--- src/ftma_pkg.sv ---
// Shared types and constants for the force/torque datagram moving-average block.
package ftma_pkg;

    localparam int DATAGRAM_BYTES = 36;
    localparam int NUM_CH         = 6;
    localparam int NUM_HDR        = 3;
    localparam int WORD_W         = 32;
    localparam int POS_W          = 6;

    localparam logic [POS_W-1:0] POS_MAX  = 6'd63;
    localparam logic [POS_W-1:0] POS_LAST = POS_W'(DATAGRAM_BYTES - 1);
    localparam logic [POS_W-1:0] POS_END  = POS_W'(DATAGRAM_BYTES);
    localparam logic [3:0]       HDR_WORDS = 4'(NUM_HDR);

    localparam int QUEUE_DEPTH = 4;
    localparam int QUEUE_AW    = 2;

    localparam int TDATA_W      = (NUM_CH + NUM_HDR) * WORD_W;
    localparam int TUSER_W      = 2;
    localparam int TUSER_FULL   = 0;
    localparam int TUSER_LENERR = 1;

    // One received datagram as handed from the byte front end to the averaging back end.
    typedef struct packed {
        logic                              good;
        logic [NUM_HDR-1:0][WORD_W-1:0]    hdr;
        logic [NUM_CH-1:0][WORD_W-1:0]     counts;
    } dgram_t;

endpackage

--- src/ftma_front.sv ---
// Byte assembly front end: builds words, checks datagram length, emits one request per datagram.
module ftma_front (
    input  logic                 aclk,
    input  logic                 aresetn,
    input  logic                 in_valid,
    input  logic [7:0]           in_byte,
    input  logic                 in_last,
    output logic                 push_valid,
    input  logic                 push_ready,
    output ftma_pkg::dgram_t     push_data
);

    logic [ftma_pkg::POS_W-1:0] pos_reg, pos_next;
    logic [ftma_pkg::WORD_W-1:0] word_reg, word_next;
    logic [ftma_pkg::NUM_HDR-1:0][ftma_pkg::WORD_W-1:0] hdr_reg, hdr_next;
    logic [ftma_pkg::NUM_CH-1:0][ftma_pkg::WORD_W-1:0] cnt_reg, cnt_next;
    logic [3:0] word_idx;
    logic [3:0] cnt_idx;
    logic       accept;

    assign accept   = in_valid && push_ready;
    assign word_idx = pos_reg[5:2];
    assign cnt_idx  = word_idx - ftma_pkg::HDR_WORDS;

    always_comb begin
        word_next = {word_reg[23:0], in_byte};
        hdr_next  = hdr_reg;
        cnt_next  = cnt_reg;
        // Every fourth byte inside the datagram completes a word.
        if (pos_reg < ftma_pkg::POS_END && pos_reg[1:0] == 2'b11) begin
            if (word_idx < ftma_pkg::HDR_WORDS) begin
                hdr_next[word_idx[1:0]] = word_next;
            end else begin
                cnt_next[cnt_idx[2:0]] = word_next;
            end
        end
        if (in_last) begin
            pos_next = '0;
        end else if (pos_reg == ftma_pkg::POS_MAX) begin
            pos_next = pos_reg;
        end else begin
            pos_next = pos_reg + 1'b1;
        end
    end

    always_ff @(posedge aclk) begin
        if (!aresetn) begin
            pos_reg <= '0;
        end else if (accept) begin
            pos_reg <= pos_next;
        end
    end

    always_ff @(posedge aclk) begin
        if (accept) begin
            word_reg <= word_next;
            hdr_reg  <= hdr_next;
            cnt_reg  <= cnt_next;
        end
    end

    assign push_valid       = in_valid && in_last;
    assign push_data.good   = (pos_reg == ftma_pkg::POS_LAST);
    assign push_data.hdr    = hdr_next;
    assign push_data.counts = cnt_next;

endmodule

--- config.mk ---
export PLATFORM = sky130hd
export DESIGN_NAME = ftma_front
export DESIGN_NICKNAME = d
export VERILOG_FILES = /design/src/ftma_pkg.sv /design/src/ftma_front.sv
export SDC_FILE = /design/constraint.sdc
export NUM_CORES = 1
export LEC_CHECK = 0
export ABC_AREA = 0
export BUFFER_PORTS_ARGS = -buffer_cell sky130_fd_sc_hd__buf_2
export CAP_MARGIN = 20
export CORE_MARGIN = 5
export CORE_UTILIZATION = 47
export DETAILED_ROUTE_END_ITERATION = 10
export PLACE_DENSITY = 0.83
export RECOVER_POWER = 50
export SLEW_MARGIN = 20
export SYNTH_ARGS = -nofsm -noshare
export SYNTH_HDL_FRONTEND = slang
export SYNTH_SLANG_ARGS = --single-unit
--- constraint.sdc ---
create_clock -name aclk -period 9 [get_ports aclk]
set_input_delay 0.45 -clock aclk [delete_from_list [all_inputs] [get_ports aclk]]
set_output_delay 0.45 -clock aclk [all_outputs]
set_load 0.01 [all_outputs]
==> impl_metrics.toml <==
[critical_path]
setup.worst_path.end = "push_data[162]"
worstPathArrival_ns = 4.33
worstPathCellList = "ha_1, and4bb_2, o2111ai_1, buf_4, mux2_2, buf_2"
slowest_delay_ns = 1.35
cp-end-kind = "output port"
crit_buf_inv = 2
worst_r2r_path_depth = 5
critPathTopFamily = "compound AO/OA/AOI/OAI gates"
path_class = "register to output port"
critPathMaxFanout = 20
critPathLaunchType = "register"
crit_path_top_delay_cell = "o2111ai_1"
critPathLaunch = "pos_reg[2]"
r2r_start = "pos_reg[2]"
critical_path_required_ns = 8.55
cp_num_cells = 6
r2r_setup_slack_ns = 5.11
worstReg2RegEnd = "cnt_reg[167]"

[sta]
min_period_over_period = 0.531
hold_violations = 0
finalCriticalPeriod_ns = 4.78
worst_pin_slew_ns = 3.86
fmax_mhz = 209
setup_viol = 0
slew_violations = 257
grt_setup_unrepaired = "false"
setup-tns-final_ns = 0
max-slew-margin-rel = -1.57
skew_ns = 0.0102

[synthesis]
synth-compound-area-share = 0.00997
synth_top_family_by_area = "multiplexers"
yosys.area_share.simple = 0.0188
syn-num-nets = 722
seq_area_frac_synth = 0.706
syn_area_per_cell_sq_um = 19.1
netlist_area_sq_um = 13400
synth_xor_area_frac = 0.000652
yosysWarnings = 0
ys_async_sr_fraction = 0
synth-main-ff-cell = "edfxtp_1"
synth_cells = 703
synthAdderAreaFrac = 0.00559
synth_edf_count = 312
synth_seq_cells = 318
synth.area.mux_share = 0.243
synthDistinctLibCells = 39

[finish]
fin_util = 0.575
layout_common_cells = "edfxtp_1, buf_2, mux2_2, mux2_1, clkbuf_16"
final_common_cell = "edfxtp_1"
syn_to_final_growth_pct = 19.8
largest_reg_flops = 192
fin_nets = 1030
drive_above_1_share = 0.518

[global_routing]
grt_antenna_before_repair = 0
grt-ovfl-total = 0
grt_usage = 0.197
grt_pass1_wl_um = 48800
grt_pass1_vias = 8228
grt_start_max_net_pins = 159

[cts]
clk_latency_ns = 0.55
cts.sinks = 318
clkSlewWorstSetupHoldPaths_ns = 0.06
cts_root_buf = "clkbuf_16"
postCtsHoldBufs = 0
htree_num_levels = 1
cts_resized = 0
cts_tree = "yes"
cts_max_path_buffers = 3
cts_setup_buffers = 0
numCtsBuffers = 31

[route]
vias = 7883
drt-initial-drc-count = 448
finalWirelength_um = 33000
drc = 0
drt.antenna.violating_nets = 0
drtPass1Iterations = 6
wl_per_cell_um = 23.4
vias_per_cell = 5.58

[placement]
place_congestion = 0.785
hpwl_um = 21200
port-buffer-count = 302

[run_status]
violations = "max-capacitance violations, max-slew violations"
status = "finished, violations left"

[die]
io_pins = 303
dieArea_sq_um = 32100
rows = 61
coreArea_sq_um = 28000
dieHeight_um = 179
die_w_um = 179
initial_core_util = 0.480

[power_and_ir_drop]
leakagePower_nw = 5.90
vdd_drop_max_mv = 0.164
power-per-cell-area_nw_per_um2 = 188

[flow_run]
max_cap_violations = 5

[min_path]
holdCritPathClass = "input pin to register"
-- worst min path at each step --
stage / startpoint / to / cells after the start / slack (ns)
2_1_floorplan: pos_reg[0] / pos_reg[0] / 2 / 0.47
3_3_place_gp: pos_reg[0] / pos_reg[0] / 2 / 0.49
3_5_place_dp: pos_reg[1] / pos_reg[1] / 2 / 0.52
4_1_cts: aresetn / pos_reg[1] / 2 / 0.18
5_1_grt: aresetn / pos_reg[4] / 2 / 0.20
6_report: aresetn / pos_reg[1] / 2 / 0.22
-- Yosys cell counts, types with 3 or more instances --
master    instances  area share
mux2_2          276        0.23
ha_1              6      0.0056
inv_1             5      0.0014
buf_4            13      0.0073
mux2_1           12       0.010
and4b_1           3      0.0022
nand2_1           8      0.0022
buf_2            18      0.0067
nand3_1           7      0.0026
edfxtp_1        312        0.70
dfxtp_1           6      0.0089
-- routing by layer --
metal  track usage  up-vias  part of all wire
li1              -     3432                 -
met3        0.0599       58             0.095
met1         0.256     4047              0.41
met2         0.322      346              0.47
met4        0.0569        0             0.026
met5             0        -                 0
-- power by group --
group,switching [W],total [W],internal (W)
Clock,0.000515,0.00114,0.000623
Combinational,0.000105,0.000166,0.0000615
Sequential,0.0000267,0.00172,0.00169
Total,0.000646,0.00302,0.00238
-- metrics by stage --
| stage | instance area (sq um) | hold slack, ns | instances | power, W | setup WS (ns) |
|---|---|---|---|---|---|
| 2_1_floorplan | 13400 | 0.473 | 703 | 0.00184 | 1.74 |
| 3_3_place_gp | 15300 | 0.495 | 1356 | 0.00191 | 5.56 |
| 3_5_place_dp | 15300 | 0.517 | 1356 | 0.00192 | 5.42 |
| 4_1_cts | 16200 | 0.179 | 1411 | 0.00305 | 4.80 |
| 5_1_grt | 16100 | 0.203 | 1411 | 0.00313 | 3.85 |
| 6_report | 16100 | 0.222 | 1412 | 0.00302 | 4.22 |
-- logic make-up after synthesis --
group,count (synthesis)
fa+ha+maj,6
xor+xnor,1
simple gates,36
compound gates,15
flops,318
mux,290
buf+inv,37
-- cell type report --
cell class                      instances  area (sq um)
Tap cell                              378           473
Clock buffer                           38           802
Antenna cell                            1          2.50
Fill cell                            2129         11900
Inverter                                5          26.3
Sequential cell                       318          9490
Timing Repair Buffer                  307          1530
Multi-Input combinational cell        348          3710
Clock inverter                         17          70.1
(Power assumes the default switching activity.)
