## src/ftma_pkg.sv

```systemverilog
// Shared types and constants for the force/torque datagram moving-average block.
package ftma_pkg;

    localparam int DATAGRAM_BYTES = 36;
    localparam int NUM_CH         = 6;
    localparam int NUM_HDR        = 3;
    localparam int WORD_W         = 32;
    localparam int POS_W          = 6;

    localparam logic [POS_W-1:0] POS_MAX  = 6'd63;
    localparam logic [POS_W-1:0] POS_LAST = POS_W'(DATAGRAM_BYTES - 1);
    localparam logic [POS_W-1:0] POS_END  = POS_W'(DATAGRAM_BYTES);
    localparam logic [3:0]       HDR_WORDS = 4'(NUM_HDR);

    localparam int QUEUE_DEPTH = 4;
    localparam int QUEUE_AW    = 2;

    localparam int TDATA_W      = (NUM_CH + NUM_HDR) * WORD_W;
    localparam int TUSER_W      = 2;
    localparam int TUSER_FULL   = 0;
    localparam int TUSER_LENERR = 1;

    // One received datagram as handed from the byte front end to the averaging back end.
    typedef struct packed {
        logic                              good;
        logic [NUM_HDR-1:0][WORD_W-1:0]    hdr;
        logic [NUM_CH-1:0][WORD_W-1:0]     counts;
    } dgram_t;

endpackage

```

## src/ftma_queue.sv

```systemverilog
// Short request queue between the byte front end and the averaging back end.
module ftma_queue (
    input  logic                 aclk,
    input  logic                 aresetn,
    input  logic                 wr_valid,
    output logic                 wr_ready,
    input  ftma_pkg::dgram_t     wr_data,
    output logic                 rd_valid,
    input  logic                 rd_ready,
    output ftma_pkg::dgram_t     rd_data
);

    ftma_pkg::dgram_t slot_reg [ftma_pkg::QUEUE_DEPTH];
    logic [ftma_pkg::QUEUE_AW-1:0] wr_ptr_reg, rd_ptr_reg;
    logic [ftma_pkg::QUEUE_AW:0]   count_reg;
    logic do_wr, do_rd;

    assign wr_ready = (count_reg != (ftma_pkg::QUEUE_AW+1)'(ftma_pkg::QUEUE_DEPTH));
    assign rd_valid = (count_reg != '0);
    assign do_wr    = wr_valid && wr_ready;
    assign do_rd    = rd_valid && rd_ready;
    assign rd_data  = slot_reg[rd_ptr_reg];

    always_ff @(posedge aclk) begin
        if (!aresetn) begin
            wr_ptr_reg <= '0;
            rd_ptr_reg <= '0;
            count_reg  <= '0;
        end else begin
            if (do_wr) begin
                wr_ptr_reg <= wr_ptr_reg + 1'b1;
            end
            if (do_rd) begin
                rd_ptr_reg <= rd_ptr_reg + 1'b1;
            end
            if (do_wr && !do_rd) begin
                count_reg <= count_reg + 1'b1;
            end else if (do_rd && !do_wr) begin
                count_reg <= count_reg - 1'b1;
            end
        end
    end

    always_ff @(posedge aclk) begin
        if (do_wr) begin
            slot_reg[wr_ptr_reg] <= wr_data;
        end
    end

endmodule

```

## config.mk

```make
export PLATFORM = sky130hd
export DESIGN_NAME = ftma_queue
export DESIGN_NICKNAME = d
export VERILOG_FILES = /design/src/ftma_pkg.sv /design/src/ftma_queue.sv
export SDC_FILE = /design/constraint.sdc
export NUM_CORES = 1
export LEC_CHECK = 0
export ABC_AREA = 0
export ABC_CLOCK_PERIOD_IN_PS = 9500
export BUFFER_PORTS_ARGS = -buffer_cell sky130_fd_sc_hd__buf_2
export CAP_MARGIN = 10
export CELL_PAD_IN_SITES_DETAIL_PLACEMENT = 0
export CELL_PAD_IN_SITES_GLOBAL_PLACEMENT = 1
export CORE_ASPECT_RATIO = 1.5
export CORE_MARGIN = 2
export CORE_UTILIZATION = 50
export DETAILED_ROUTE_END_ITERATION = 7
export MAX_ROUTING_LAYER = met4
export PLACE_DENSITY = 0.84
export SLEW_MARGIN = 20
export SYNTH_ARGS = -nofsm -noshare
export SYNTH_HDL_FRONTEND = slang
export SYNTH_SLANG_ARGS = --single-unit
```

## constraint.sdc

```tcl
create_clock -name aclk -period 9.5 [get_ports aclk]
set_input_delay 0.95 -clock aclk [delete_from_list [all_inputs] [get_ports aclk]]
set_output_delay 0.95 -clock aclk [all_outputs]
set_load 0.02 [all_outputs]
```

==> impl_summary.log <==
[metrics] H-tree level count: 3
[metrics] Syn Std Cell Area: 42200 um^2
[metrics] final period demand of the worst path: 4.70 ns
[metrics] Internal Pwr Total: 9920 uW
[metrics] CP Data Required Time: 8.55 ns
[metrics] RSZ-0062 raised after global routing: false
[metrics] CP Launch Type: flop
[metrics] ratio of cells with drive above 1 in the final layout: 46.0%
[metrics] clock-pin transition on the worst setup and hold timing paths: 0.06 ns
[metrics] setup skew after layout: 0.0256 ns
[metrics] growth of design area from synthesis to finish: 17.9%
[metrics] vias after detailed routing: 19100
[metrics] number of sinks driven by the clock tree: 1165
[metrics] Die Footprint: 86700 um^2
[metrics] final wirelength: 85100 um
[metrics] first-pass GRT wire length: 125000 um
[metrics] worst hold path stage count: 1
[metrics] relative max-transition margin: 30.4%
[metrics] maximum clock path buffer count: 3
[metrics] Slowest-stage cell, CP: sky130_fd_sc_hd__buf_4
[metrics] CTS resizes: 0
[metrics] Max rail drop VDD: 0.000262 V
[metrics] number of port buffers: 583
[metrics] final layout net count: 2500
[metrics] RePlAce Congestion: 0.781
[metrics] sequential share of the synthesized area: 82.8%
[metrics] xor/xnor cell area share of the yosys netlist: 0.0831%
[metrics] syn nets: 1856
[metrics] overall track demand over capacity in global routing: 20.2%
[metrics] horizontal die dimension: 241 um
[metrics] cell depth of the worst setup path: 5
[metrics] fillcell total: 5824
[metrics] utilization after layout: 59.5%
[metrics] post-synthesis compound-gate area fraction: 0.0950%
[metrics] final max-slew violation count: 0
[metrics] detail-routed via count per cell: 5.51
[metrics] number of placement rows: 130
[metrics] root buffer cell: sky130_fd_sc_hd__clkbuf_16
[metrics] vertical die dimension: 360 um
[metrics] Post-Route Setup TNS: 0 ns
[metrics] measured slew at the worst slew-check pin: 1.04 ns
[metrics] total overflow reported by the global router: 0
[metrics] number of search-and-repair iterations in the first detailed-routing pass: 4
[metrics] average cell area after synthesis: 27.1 um^2
[metrics] worst path bufs/invs: 4
[metrics] fin crit share: 49.5%
[metrics] I/O pin total: 584
[metrics] starting density of the core: 50.4%
[metrics] category of the most critical setup path: reg -> out
[metrics] static leakage power: 0.0164 uW
[metrics] CP max stage delay: 0.78 ns
[metrics] flops & latches, synth: 1165
[metrics] area of the multi-input gates: 6800 um^2
[metrics] DPL Wire Length: 52800 um
[metrics] largest family of logic cells by synthesized area: multiplexers
[metrics] post-detailed-route count of antenna-violating nets: 0
[metrics] TritonCTS clock tree: done
[metrics] count of distinct cell types in the synthesized netlist: 22
[metrics] Arr. time, crit path: 3.75 ns
[metrics] max FFs per register: 1156
[metrics] area taken by flip-flops and latches: 34900 um^2
[metrics] family with the most delay on the worst path: buffers and inverters
[metrics] CP cell instances: buf_16 -> buf_4 -> buf_4 -> mux4_2 -> buf_2
[metrics] pin count of the biggest net entering global routing: 173
[metrics] Setup violations, final: 0
[metrics] Critical Path Sink Type: output port
[metrics] share of power burned in the clock network: 28.8%
[metrics] core region area: 83600 um^2
[metrics] power dissipated by switching net loads: 4030 uW
[metrics] violation count after the first detailed-route iteration: 1375
[metrics] Reg power frac: 45.9%
[metrics] type of the most critical hold path: in -> reg
[metrics] multiplexer share of the synthesized area: 15.5%
[metrics] clock latency of the later-clocked register in the worst-skew pair: 0.68 ns
[metrics] Post CTS Setup Buffer Count: 0
[metrics] adder-cell share of the synthesized area: 0.196%
[metrics] drt drc: 0
[metrics] initial antenna violation count: 44
[metrics] Fmax achieved: 213 MHz
[metrics] Routed WL per cell: 24.6 um
[metrics] number of buffers created by CTS: 100
[metrics] via count of the first global-routing pass: 20200
[metrics] Reg2Reg Depth: 5
[metrics] status: complete, no violations
[metrics] count of hold buffers inserted by post-cts repair: 0
[metrics] highest net fanout along the worst path: 57
[metrics] switching power share of the total: 28.9%
[metrics] number of failing hold endpoints at the final stage: 0
[metrics] number of warning messages in the yosys log: 0
[metrics] gate count after technology mapping: 1557
[metrics] max-cap violations: 0
[metrics] Crit path top cell by count: sky130_fd_sc_hd__buf_4
[metrics] power per cell area: 281 nW/um^2
[metrics] combinational fraction of design power: 25.2%
[metrics] Post-Synth Simple-Gate Area: 0.217%
## per-stage QoR
step           power (uW)  instances  instance area (um^2)  setup WS [ns]  hold slack [ns]
4_1_cts             14100       3406                 49500           4.48            0.410
2_1_floorplan        9090       1557                 42200          0.991            0.468
6_report            13900       3456                 49700           4.80            0.480
3_5_place_dp        10100       3218                 46200           5.23            0.516
5_1_grt             14500       3449                 49700           4.66            0.436
3_3_place_gp        10000       3218                 46200           5.25            0.480
## area by class of cell
type	instances	share of cell area (%)
Timing Repair Buffer	607	6.43
Multi-Input combinational cell	324	13.7
Clock buffer	119	5.26
Inverter	3	0.0226
Clock inverter	69	1.37
Antenna cell	47	0.237
Tap cell	1122	2.82
Sequential cell	1165	70.2
## placed cells by master, fill, tap and decap left out
cell,count
sky130_fd_sc_hd__buf_16,3
sky130_fd_sc_hd__o21ai_0,1
sky130_fd_sc_hd__o311ai_0,1
sky130_fd_sc_hd__buf_4,18
sky130_fd_sc_hd__inv_1,3
sky130_fd_sc_hd__a21boi_2,1
sky130_fd_sc_hd__clkinv_16,2
sky130_fd_sc_hd__clkbuf_16,102
sky130_fd_sc_hd__fa_1,1
sky130_fd_sc_hd__inv_8,1
sky130_fd_sc_hd__buf_12,3
sky130_fd_sc_hd__inv_6,2
sky130_fd_sc_hd__nor2_1,1
sky130_fd_sc_hd__clkinv_1,21
sky130_fd_sc_hd__mux2i_1,3
sky130_fd_sc_hd__dfxtp_4,2
sky130_fd_sc_hd__xnor2_1,3
sky130_fd_sc_hd__bufinv_16,10
sky130_fd_sc_hd__mux4_2,289
sky130_fd_sc_hd__and2_1,4
sky130_fd_sc_hd__dfxtp_1,7
sky130_fd_sc_hd__diode_2,47
sky130_fd_sc_hd__clkinvlp_4,5
sky130_fd_sc_hd__clkinv_2,25
sky130_fd_sc_hd__or3_1,2
sky130_fd_sc_hd__nand2_1,5
sky130_fd_sc_hd__xor2_1,1
sky130_fd_sc_hd__o31ai_1,1
sky130_fd_sc_hd__a21boi_0,1
sky130_fd_sc_hd__clkinv_8,3
sky130_fd_sc_hd__and2_4,4
sky130_fd_sc_hd__edfxtp_1,1156
sky130_fd_sc_hd__nor2b_1,1
sky130_fd_sc_hd__buf_2,583
sky130_fd_sc_hd__ha_1,5
sky130_fd_sc_hd__clkbuf_1,17
## path summary, 6_finish.rpt
check / slack, ns / from / endpoint
worst min-delay path: 0.48 / wr_data[265] / slot_reg[3][265]
worst min register to register: 0.52 / wr_ptr_reg[0] / wr_ptr_reg[0]
worst max-delay path: 4.80 / flop / rd_data[235]
worst max register to register: 5.78 / count_reg[0] / slot_reg[1][261]
## cells in the mapped netlist
cell | instances | area share, %
sky130_fd_sc_hd__a21boi_0 | 1 | 0.018
sky130_fd_sc_hd__a21boi_2 | 1 | 0.027
sky130_fd_sc_hd__and2_1 | 8 | 0.12
sky130_fd_sc_hd__buf_2 | 30 | 0.36
sky130_fd_sc_hd__buf_6 | 25 | 0.67
sky130_fd_sc_hd__clkbuf_1 | 10 | 0.089
sky130_fd_sc_hd__dfxtp_1 | 9 | 0.43
sky130_fd_sc_hd__edfxtp_1 | 1156 | 82
sky130_fd_sc_hd__fa_1 | 1 | 0.047
sky130_fd_sc_hd__ha_1 | 5 | 0.15
sky130_fd_sc_hd__inv_1 | 3 | 0.027
sky130_fd_sc_hd__mux2i_1 | 3 | 0.071
sky130_fd_sc_hd__mux4_2 | 289 | 15
sky130_fd_sc_hd__nand2_1 | 5 | 0.045
sky130_fd_sc_hd__nor2_1 | 1 | 0.0089
sky130_fd_sc_hd__nor2b_1 | 1 | 0.015
sky130_fd_sc_hd__o21ai_0 | 1 | 0.012
sky130_fd_sc_hd__o311ai_0 | 1 | 0.021
sky130_fd_sc_hd__o31ai_1 | 1 | 0.018
sky130_fd_sc_hd__or3_1 | 2 | 0.030
sky130_fd_sc_hd__xnor2_1 | 3 | 0.062
sky130_fd_sc_hd__xor2_1 | 1 | 0.021
## per-layer routing
metal	routed length [um]	track usage, %	up-vias
li1	-	-	8137
met2	42900	31.5	770
met1	31300	24.3	10000
met4	2140	7.30	0
met3	8730	7.27	128
met5	0	-	-
## kinds of logic after synthesis
logic type	after synthesis
flops	1165
mux	292
buf+inv	68
simple gates	17
fa+ha+maj	6
compound gates	5
xor+xnor	4
## power groups by stage
stage / sequential, uW / clock (uW) / combinational, uW
after floorplan: 6580 / 0 / 2520
after global placement: 6500 / 0 / 3510
after detailed placement: 6540 / 0 / 3530
after CTS: 6430 / 4110 / 3560
after global routing: 6450 / 4290 / 3750
final: 6410 / 4020 / 3520
Note: power is estimated with default switching activity, not from simulation.
