`config.mk`:
```
export PLATFORM = sky130hd
export DESIGN_NAME = ftma_back
export DESIGN_NICKNAME = d
export VERILOG_FILES = /design/src/ftma_pkg.sv /design/src/ftma_back.sv
export SDC_FILE = /design/constraint.sdc
export NUM_CORES = 2
export LEC_CHECK = 0
export BUFFER_PORTS_ARGS = -buffer_cell sky130_fd_sc_hd__buf_2
export CAP_MARGIN = 20
export CELL_PAD_IN_SITES_DETAIL_PLACEMENT = 1
export CELL_PAD_IN_SITES_GLOBAL_PLACEMENT = 1
export CORE_MARGIN = 8
export CORE_UTILIZATION = 47
export CTS_CLUSTER_SIZE = 24
export DETAILED_ROUTE_END_ITERATION = 16
export GPL_TIMING_DRIVEN = 1
export PLACE_DENSITY = 0.8
export REMOVE_ABC_BUFFERS = 1
export SLEW_MARGIN = 10
export SYNTH_ARGS = -nofsm -noshare
export SYNTH_HDL_FRONTEND = slang
export SYNTH_SLANG_ARGS = --single-unit
```
`constraint.sdc`:
```
create_clock -name aclk -period 41.1 [get_ports aclk]
set_input_delay 2.055 -clock aclk [delete_from_list [all_inputs] [get_ports aclk]]
set_output_delay 2.055 -clock aclk [all_outputs]
set_load 0.02 [all_outputs]
```
`src/ftma_pkg.sv`:
```
// Shared types and constants for the force/torque datagram moving-average block.
package ftma_pkg;

    localparam int DATAGRAM_BYTES = 36;
    localparam int NUM_CH         = 6;
    localparam int NUM_HDR        = 3;
    localparam int WORD_W         = 32;
    localparam int POS_W          = 6;

    localparam logic [POS_W-1:0] POS_MAX  = 6'd63;
    localparam logic [POS_W-1:0] POS_LAST = POS_W'(DATAGRAM_BYTES - 1);
    localparam logic [POS_W-1:0] POS_END  = POS_W'(DATAGRAM_BYTES);
    localparam logic [3:0]       HDR_WORDS = 4'(NUM_HDR);

    localparam int QUEUE_DEPTH = 4;
    localparam int QUEUE_AW    = 2;

    localparam int TDATA_W      = (NUM_CH + NUM_HDR) * WORD_W;
    localparam int TUSER_W      = 2;
    localparam int TUSER_FULL   = 0;
    localparam int TUSER_LENERR = 1;

    // One received datagram as handed from the byte front end to the averaging back end.
    typedef struct packed {
        logic                              good;
        logic [NUM_HDR-1:0][WORD_W-1:0]    hdr;
        logic [NUM_CH-1:0][WORD_W-1:0]     counts;
    } dgram_t;

endpackage

```
`src/ftma_back.sv`:
```
// Averaging back end: history ring, running sums, floor division by the window and result register.
module ftma_back #(
    parameter int WINDOW = 8
) (
    input  logic                          aclk,
    input  logic                          aresetn,
    input  logic                          q_valid,
    output logic                          q_ready,
    input  ftma_pkg::dgram_t              q_data,
    output logic                          out_valid,
    input  logic                          out_ready,
    output logic [ftma_pkg::TDATA_W-1:0]  out_data,
    output logic [ftma_pkg::TUSER_W-1:0]  out_user
);

    localparam int LOG_W = $clog2(WINDOW);
    localparam int SUM_W = ftma_pkg::WORD_W + LOG_W;
    localparam bit POW2  = ((WINDOW & (WINDOW - 1)) == 0);
    localparam logic [LOG_W-1:0] LAST_SLOT = LOG_W'(WINDOW - 1);
    // Offset that makes every possible sum non-negative; the quotient then carries 2^31 extra.
    localparam logic [SUM_W:0]   BIAS      = (SUM_W+1)'(WINDOW) << 31;

    // The biased sum is divided one byte per cycle, most significant byte first.
    localparam int NUM_DIG  = (SUM_W + 8) / 8;
    localparam int DIV_W    = NUM_DIG * 8;
    localparam int PART_W   = LOG_W + 8;
    localparam int RECIP_SH = PART_W + LOG_W;
    localparam int PROD_W   = PART_W + RECIP_SH + 1;
    localparam logic [RECIP_SH:0] RECIP =
        (RECIP_SH+1)'(((1 << RECIP_SH) + WINDOW - 1) / WINDOW);
    localparam logic [PART_W-1:0] DIV_K = PART_W'(WINDOW);

    localparam logic [1:0] ST_IDLE = 2'd0;
    localparam logic [1:0] ST_LOAD = 2'd1;
    localparam logic [1:0] ST_DIV  = 2'd2;
    localparam logic [1:0] ST_EMIT = 2'd3;
    localparam logic [2:0] DIV_LAST = 3'(NUM_DIG - 1);

    logic [1:0]       state_reg, state_next;
    logic [LOG_W-1:0] ptr_reg, ptr_next, ptr_adv;
    logic [LOG_W-1:0] fill_reg, fill_next;
    logic             full_reg, full_next;
    logic [2:0]       div_cnt_reg, div_cnt_next;

    logic signed [SUM_W-1:0] sum_reg  [ftma_pkg::NUM_CH];
    logic signed [SUM_W-1:0] sum_next [ftma_pkg::NUM_CH];
    logic [ftma_pkg::NUM_CH-1:0][ftma_pkg::WORD_W-1:0]  avg_reg, avg_next;
    logic [ftma_pkg::NUM_HDR-1:0][ftma_pkg::WORD_W-1:0] hdr_reg, hdr_next;

    logic [LOG_W-1:0]  rem_reg  [ftma_pkg::NUM_CH];
    logic [LOG_W-1:0]  rem_next [ftma_pkg::NUM_CH];
    logic [DIV_W-1:0]  num_reg  [ftma_pkg::NUM_CH];
    logic [DIV_W-1:0]  num_next [ftma_pkg::NUM_CH];
    logic [PART_W-1:0] part     [ftma_pkg::NUM_CH];
    logic [PROD_W-1:0] prod     [ftma_pkg::NUM_CH];
    logic [7:0]        digit    [ftma_pkg::NUM_CH];
    logic [PART_W-1:0] part_rem [ftma_pkg::NUM_CH];
    logic [SUM_W:0]    biased   [ftma_pkg::NUM_CH];

    logic [ftma_pkg::NUM_CH-1:0][ftma_pkg::WORD_W-1:0] ring_mem [WINDOW];
    logic [ftma_pkg::NUM_CH-1:0][ftma_pkg::WORD_W-1:0] old_reg;
    logic ring_we;

    logic                         out_valid_reg, out_valid_next;
    logic [ftma_pkg::TDATA_W-1:0] out_data_reg, out_data_next;
    logic [ftma_pkg::TUSER_W-1:0] out_user_reg, out_user_next;
    logic                         out_free;

    assign ptr_adv  = (ptr_reg == LAST_SLOT) ? '0 : ptr_reg + 1'b1;
    assign out_free = !out_valid_reg || out_ready;

    // One quotient byte per channel from a reciprocal multiply, and the biased sum that
    // seeds the divider.
    always_comb begin
        for (int ch = 0; ch < ftma_pkg::NUM_CH; ch++) begin
            part[ch]     = {rem_reg[ch], num_reg[ch][DIV_W-1 -: 8]};
            prod[ch]     = PROD_W'(part[ch]) * PROD_W'(RECIP);
            digit[ch]    = prod[ch][RECIP_SH +: 8];
            part_rem[ch] = part[ch] - PART_W'(digit[ch]) * DIV_K;
            biased[ch]   = {sum_reg[ch][SUM_W-1], sum_reg[ch]} + BIAS;
        end
    end

    always_comb begin
        state_next     = state_reg;
        ptr_next       = ptr_reg;
        fill_next      = fill_reg;
        full_next      = full_reg;
        div_cnt_next   = div_cnt_reg;
        avg_next       = avg_reg;
        hdr_next       = hdr_reg;
        out_valid_next = out_valid_reg;
        out_data_next  = out_data_reg;
        out_user_next  = out_user_reg;
        q_ready        = 1'b0;
        ring_we        = 1'b0;
        for (int ch = 0; ch < ftma_pkg::NUM_CH; ch++) begin
            sum_next[ch] = sum_reg[ch];
            rem_next[ch] = rem_reg[ch];
            num_next[ch] = num_reg[ch];
        end
        if (out_valid_reg && out_ready) begin
            out_valid_next = 1'b0;
        end

        case (state_reg)
            ST_IDLE: begin
                if (q_valid) begin
                    if (!q_data.good) begin
                        // A dropped datagram reports the held averages with a cleared header.
                        if (out_free) begin
                            q_ready        = 1'b1;
                            out_valid_next = 1'b1;
                            out_data_next  = {{(ftma_pkg::NUM_HDR*ftma_pkg::WORD_W){1'b0}},
                                              avg_reg};
                            out_user_next  = {1'b1, full_reg};
                        end
                    end else begin
                        q_ready  = 1'b1;
                        ring_we  = 1'b1;
                        hdr_next = q_data.hdr;
                        ptr_next = ptr_adv;
                        for (int ch = 0; ch < ftma_pkg::NUM_CH; ch++) begin
                            sum_next[ch] = sum_reg[ch] +
                                {{LOG_W{q_data.counts[ch][ftma_pkg::WORD_W-1]}},
                                 q_data.counts[ch]};
                        end
                        if (fill_reg != LAST_SLOT) begin
                            fill_next  = fill_reg + 1'b1;
                            state_next = ST_EMIT;
                        end else begin
                            state_next = ST_LOAD;
                        end
                    end
                end
            end
            ST_LOAD: begin
                // The oldest sample leaves the sum after the average is taken from it.
                full_next = 1'b1;
                for (int ch = 0; ch < ftma_pkg::NUM_CH; ch++) begin
                    sum_next[ch] = sum_reg[ch] -
                        {{LOG_W{old_reg[ch][ftma_pkg::WORD_W-1]}}, old_reg[ch]};
                    rem_next[ch] = '0;
                    num_next[ch] = DIV_W'(biased[ch]);
                    if (POW2) begin
                        avg_next[ch] = sum_reg[ch][SUM_W-1:LOG_W];
                    end
                end
                div_cnt_next = '0;
                state_next   = POW2 ? ST_EMIT : ST_DIV;
            end
            ST_DIV: begin
                div_cnt_next = div_cnt_reg + 1'b1;
                for (int ch = 0; ch < ftma_pkg::NUM_CH; ch++) begin
                    rem_next[ch] = part_rem[ch][LOG_W-1:0];
                    num_next[ch] = {num_reg[ch][DIV_W-9:0], digit[ch]};
                    if (div_cnt_reg == DIV_LAST) begin
                        avg_next[ch] = {~num_reg[ch][ftma_pkg::WORD_W-9],
                                        num_reg[ch][ftma_pkg::WORD_W-10:0], digit[ch]};
                    end
                end
                if (div_cnt_reg == DIV_LAST) begin
                    state_next = ST_EMIT;
                end
            end
            ST_EMIT: begin
                if (out_free) begin
                    out_valid_next = 1'b1;
                    out_data_next  = {hdr_reg, avg_reg};
                    out_user_next  = {1'b0, full_reg};
                    state_next     = ST_IDLE;
                end
            end
            default: begin
                state_next = ST_IDLE;
            end
        endcase
    end

    always_ff @(posedge aclk) begin
        if (!aresetn) begin
            state_reg     <= ST_IDLE;
            ptr_reg       <= '0;
            fill_reg      <= '0;
            full_reg      <= 1'b0;
            avg_reg       <= '0;
            out_valid_reg <= 1'b0;
            for (int ch = 0; ch < ftma_pkg::NUM_CH; ch++) begin
                sum_reg[ch] <= '0;
            end
        end else begin
            state_reg     <= state_next;
            ptr_reg       <= ptr_next;
            fill_reg      <= fill_next;
            full_reg      <= full_next;
            avg_reg       <= avg_next;
            out_valid_reg <= out_valid_next;
            for (int ch = 0; ch < ftma_pkg::NUM_CH; ch++) begin
                sum_reg[ch] <= sum_next[ch];
            end
        end
    end

    always_ff @(posedge aclk) begin
        div_cnt_reg  <= div_cnt_next;
        hdr_reg      <= hdr_next;
        out_data_reg <= out_data_next;
        out_user_reg <= out_user_next;
        for (int ch = 0; ch < ftma_pkg::NUM_CH; ch++) begin
            rem_reg[ch] <= rem_next[ch];
            num_reg[ch] <= num_next[ch];
        end
    end

    // History ring: the new sample goes to the current slot, the oldest is read from the next.
    always_ff @(posedge aclk) begin
        if (ring_we) begin
            ring_mem[ptr_reg] <= q_data.counts;
            old_reg           <= ring_mem[ptr_adv];
        end
    end

    assign out_valid = out_valid_reg;
    assign out_data  = out_data_reg;
    assign out_user  = out_user_reg;

endmodule

```
==> results.cfg <==
[run_status]
status = finished, final reports clean

[place]
gp_congestion = 0.877
post-place-cells = 12100
port_buffers = 584
placed_area_sq_um = 124000
dp_hpwl_um = 215000

[critical_path]
crit_type = reg -> reg
endpoint_kind = flop
reg2reg_setup_slack_ns = 34.17
cp_max_fo = 57
r2r-end = sum_reg[5][34]
crit_required_ns = 41.92
rr_startpoint = state_reg[1]
r2r_cells = 19
arrival_ns = 7.75
crit_path_start_kind = flop

[power]
peakVddDrop_uv = 48.2
p_leak_uw = 0.0475
powerDensity_nw_per_um2 = 75.3
total_power_uw = 10100

[routing]
vias = 74600
avgRoutedWirePerCell_um = 26.7
post-route-drc-count = 0
top_layer = met5
wl_met3_um = 18000
wl_met1_um = 141000
drt_pass1_iterations = 5
wirelength_um = 338000
post_drt_via_cell_ratio = 5.89
met2_length_um = 166000
ant_nets = 0
drtIter0Drc = 5957

[timing]
final.min_clock_period_ns = 6.93
fmax_mhz = 144
setup_violations = 0
layout_worst_path_cycle_share_pct = 16.9
finalHoldViolCount = 0
final_max_slew_viol_count = 0
worst_pin_slew_ns = 1.21
finalSetupTns_ns = 0
rsz0062_at_grt = no
maxSlewHeadroom_pct = 19.2
fin_skew_ns = 0.0778

[floorplan]
pin_count = 585
core_sq_um = 250000
die_x_um = 517
start_util_pct = 47.1
die_area_sq_um = 267000
row_count = 184
die_h_um = 517

[cells_and_area]
fin_nets = 9541
fin_util_pct = 53.6
syn_to_final_growth_pct = 13.9
largest_reg_flops = 1536
layout-drive-gt1-share_pct = 18.9
final_cells = 12700
final_area_sq_um = 134000

[min_path]
hold_path_depth = 0
hold-path-endpoint = out_data[24]
min_path_type = reg -> reg
min-delay-start = avg_reg[24]

[grt]
grt_overflow = 0
grt_pass1_vias = 79100
grt_max_degree = 194
grt_use_total_pct = 24.5
antenna_found_initial = 94
grt_first_pass_wirelength_um = 504000

[logic_synthesis]
avgSynthCellArea_sq_um = 13.9
yosysUniqueCellTypes = 82
synth_async_sr_flop_share_pct = 0
ys_warn_count = 0
ys_seq_elements = 2787
synth_area_leaders = edfxtp_1, dfxtp_1, mux4_2
yosysTopAreaCellShare_pct = 60.5
ys_seq_area_share_pct = 67.4
synth_area_leader_cell = edfxtp_1
ys.flop_type = edfxtp_1
synth_commonest_cells = edfxtp_1, nor2_1, nand2_1
synth_most_common_cell = edfxtp_1
synth-edff-count = 2375
syn-cell-area_sq_um = 118000
syn_inst = 8487

[clock_tree]
cts_tree = done
postCtsSetupRepairBufs = 0
cts_sinks = 2787
htreeDepth = 5
cts_hold_buf = 0
clockRootBuffer = clkbuf_16
cts_buffer_depth = 4
clk_latency_ns = 0.93
numCtsBuffers = 313
cts_resized = 0
clk_pin_slew_ns = 0.06

[flow_run]
maxCapViolCount = 0
## cells in the final DEF (no fill, tap or decap), types with 82 or more instances in the layout
| cell type | n |
|---|---|
| xor2_1 | 167 |
| nor3_1 | 82 |
| and2_1 | 161 |
| a21oi_1 | 596 |
| buf_2 | 584 |
| edfxtp_1 | 2375 |
| a21o_1 | 106 |
| dfxtp_1 | 411 |
| ha_1 | 217 |
| mux2_2 | 367 |
| nand2_1 | 665 |
| o22ai_1 | 195 |
| o21ai_0 | 437 |
| nor2_1 | 721 |
| mux4_2 | 192 |
| inv_1 | 84 |
| buf_4 | 88 |
| xnor2_1 | 146 |
| a211oi_1 | 231 |
| mux2i_1 | 205 |
| clkbuf_16 | 317 |
## per-stage QoR
step / hold WS [ns] / setup slack, ns
floorplan: 0.408 / -16.50
global placement: 0.415 / 33.72
detailed placement: 0.415 / 33.57
CTS: 0.385 / 34.30
global route: 0.406 / 33.78
finish: 0.391 / 34.17
## power by group
group | switching (uW) | internal [uW] | total [uW]
Combinational | 2070 | 1130 | 3200
Clock | 1120 | 1570 | 2690
Sequential | 391 | 3830 | 4220
## critical path, stage by stage (launching register included)
cell and delay [ns]:
dfxtp_1 0.38, inv_1 0.20, ha_4 0.19, buf_4 0.42
buf_4 0.62, buf_4 0.56, buf_4 0.66, a211oi_1 0.11
a21oi_1 0.25, ha_1 0.34, o21a_1 0.21, o31a_1 0.14
o41ai_1 0.70, o211ai_1 0.34, o2111ai_1 0.44, a21boi_0 0.16
o31a_1 0.31, o21a_1 0.18, nor3_1 0.21, mux2i_1 0.19
## per-layer routing
metal,up-vias,global-route usage [%]
li1,33300,-
met1,38400,32.1
met2,2206,41.8
met3,622,3.38
met4,12,9.17
met5,-,0
## layout make-up
class                           instances  area [sq um]
Antenna cell                           52           130
Clock buffer                          417          8620
Clock inverter                        133          1170
Fill cell                           24600        116000
Inverter                               87           344
Multi-Input combinational cell       5147         36500
Sequential cell                      2787         79600
Tap cell                             3348          4190
Timing Repair Buffer                  684          3830
## logic make-up (layout without fill, tap and decap cells)
kind of cell	Yosys count	after routing	synth area share, %
other cells	0	52	0
flops	2787	2787	67.4
compound gates	1832	1832	9.39
simple gates	2010	2010	7.72
xor+xnor	313	313	2.32
fa+ha+maj	228	228	2.46
mux	764	764	8.91
buf+inv	553	1321	1.76
## how the worst max path moves through the flow
stage / slack (ns) / startpoint / endpoint / cells after the start
after floorplan: -16.50 / ptr_reg[0] / old_reg[190] / 4
after global placement: 33.72 / q_data[70] / sum_reg[2][34] / 20
after detailed placement: 33.57 / q_data[70] / sum_reg[2][34] / 20
after CTS: 34.30 / state_reg[1] / sum_reg[5][34] / 19
after global routing: 33.78 / state_reg[1] / sum_reg[5][34] / 20
final: 34.17 / state_reg[1] / sum_reg[5][34] / 19
Power figures use the tool's default switching activity.
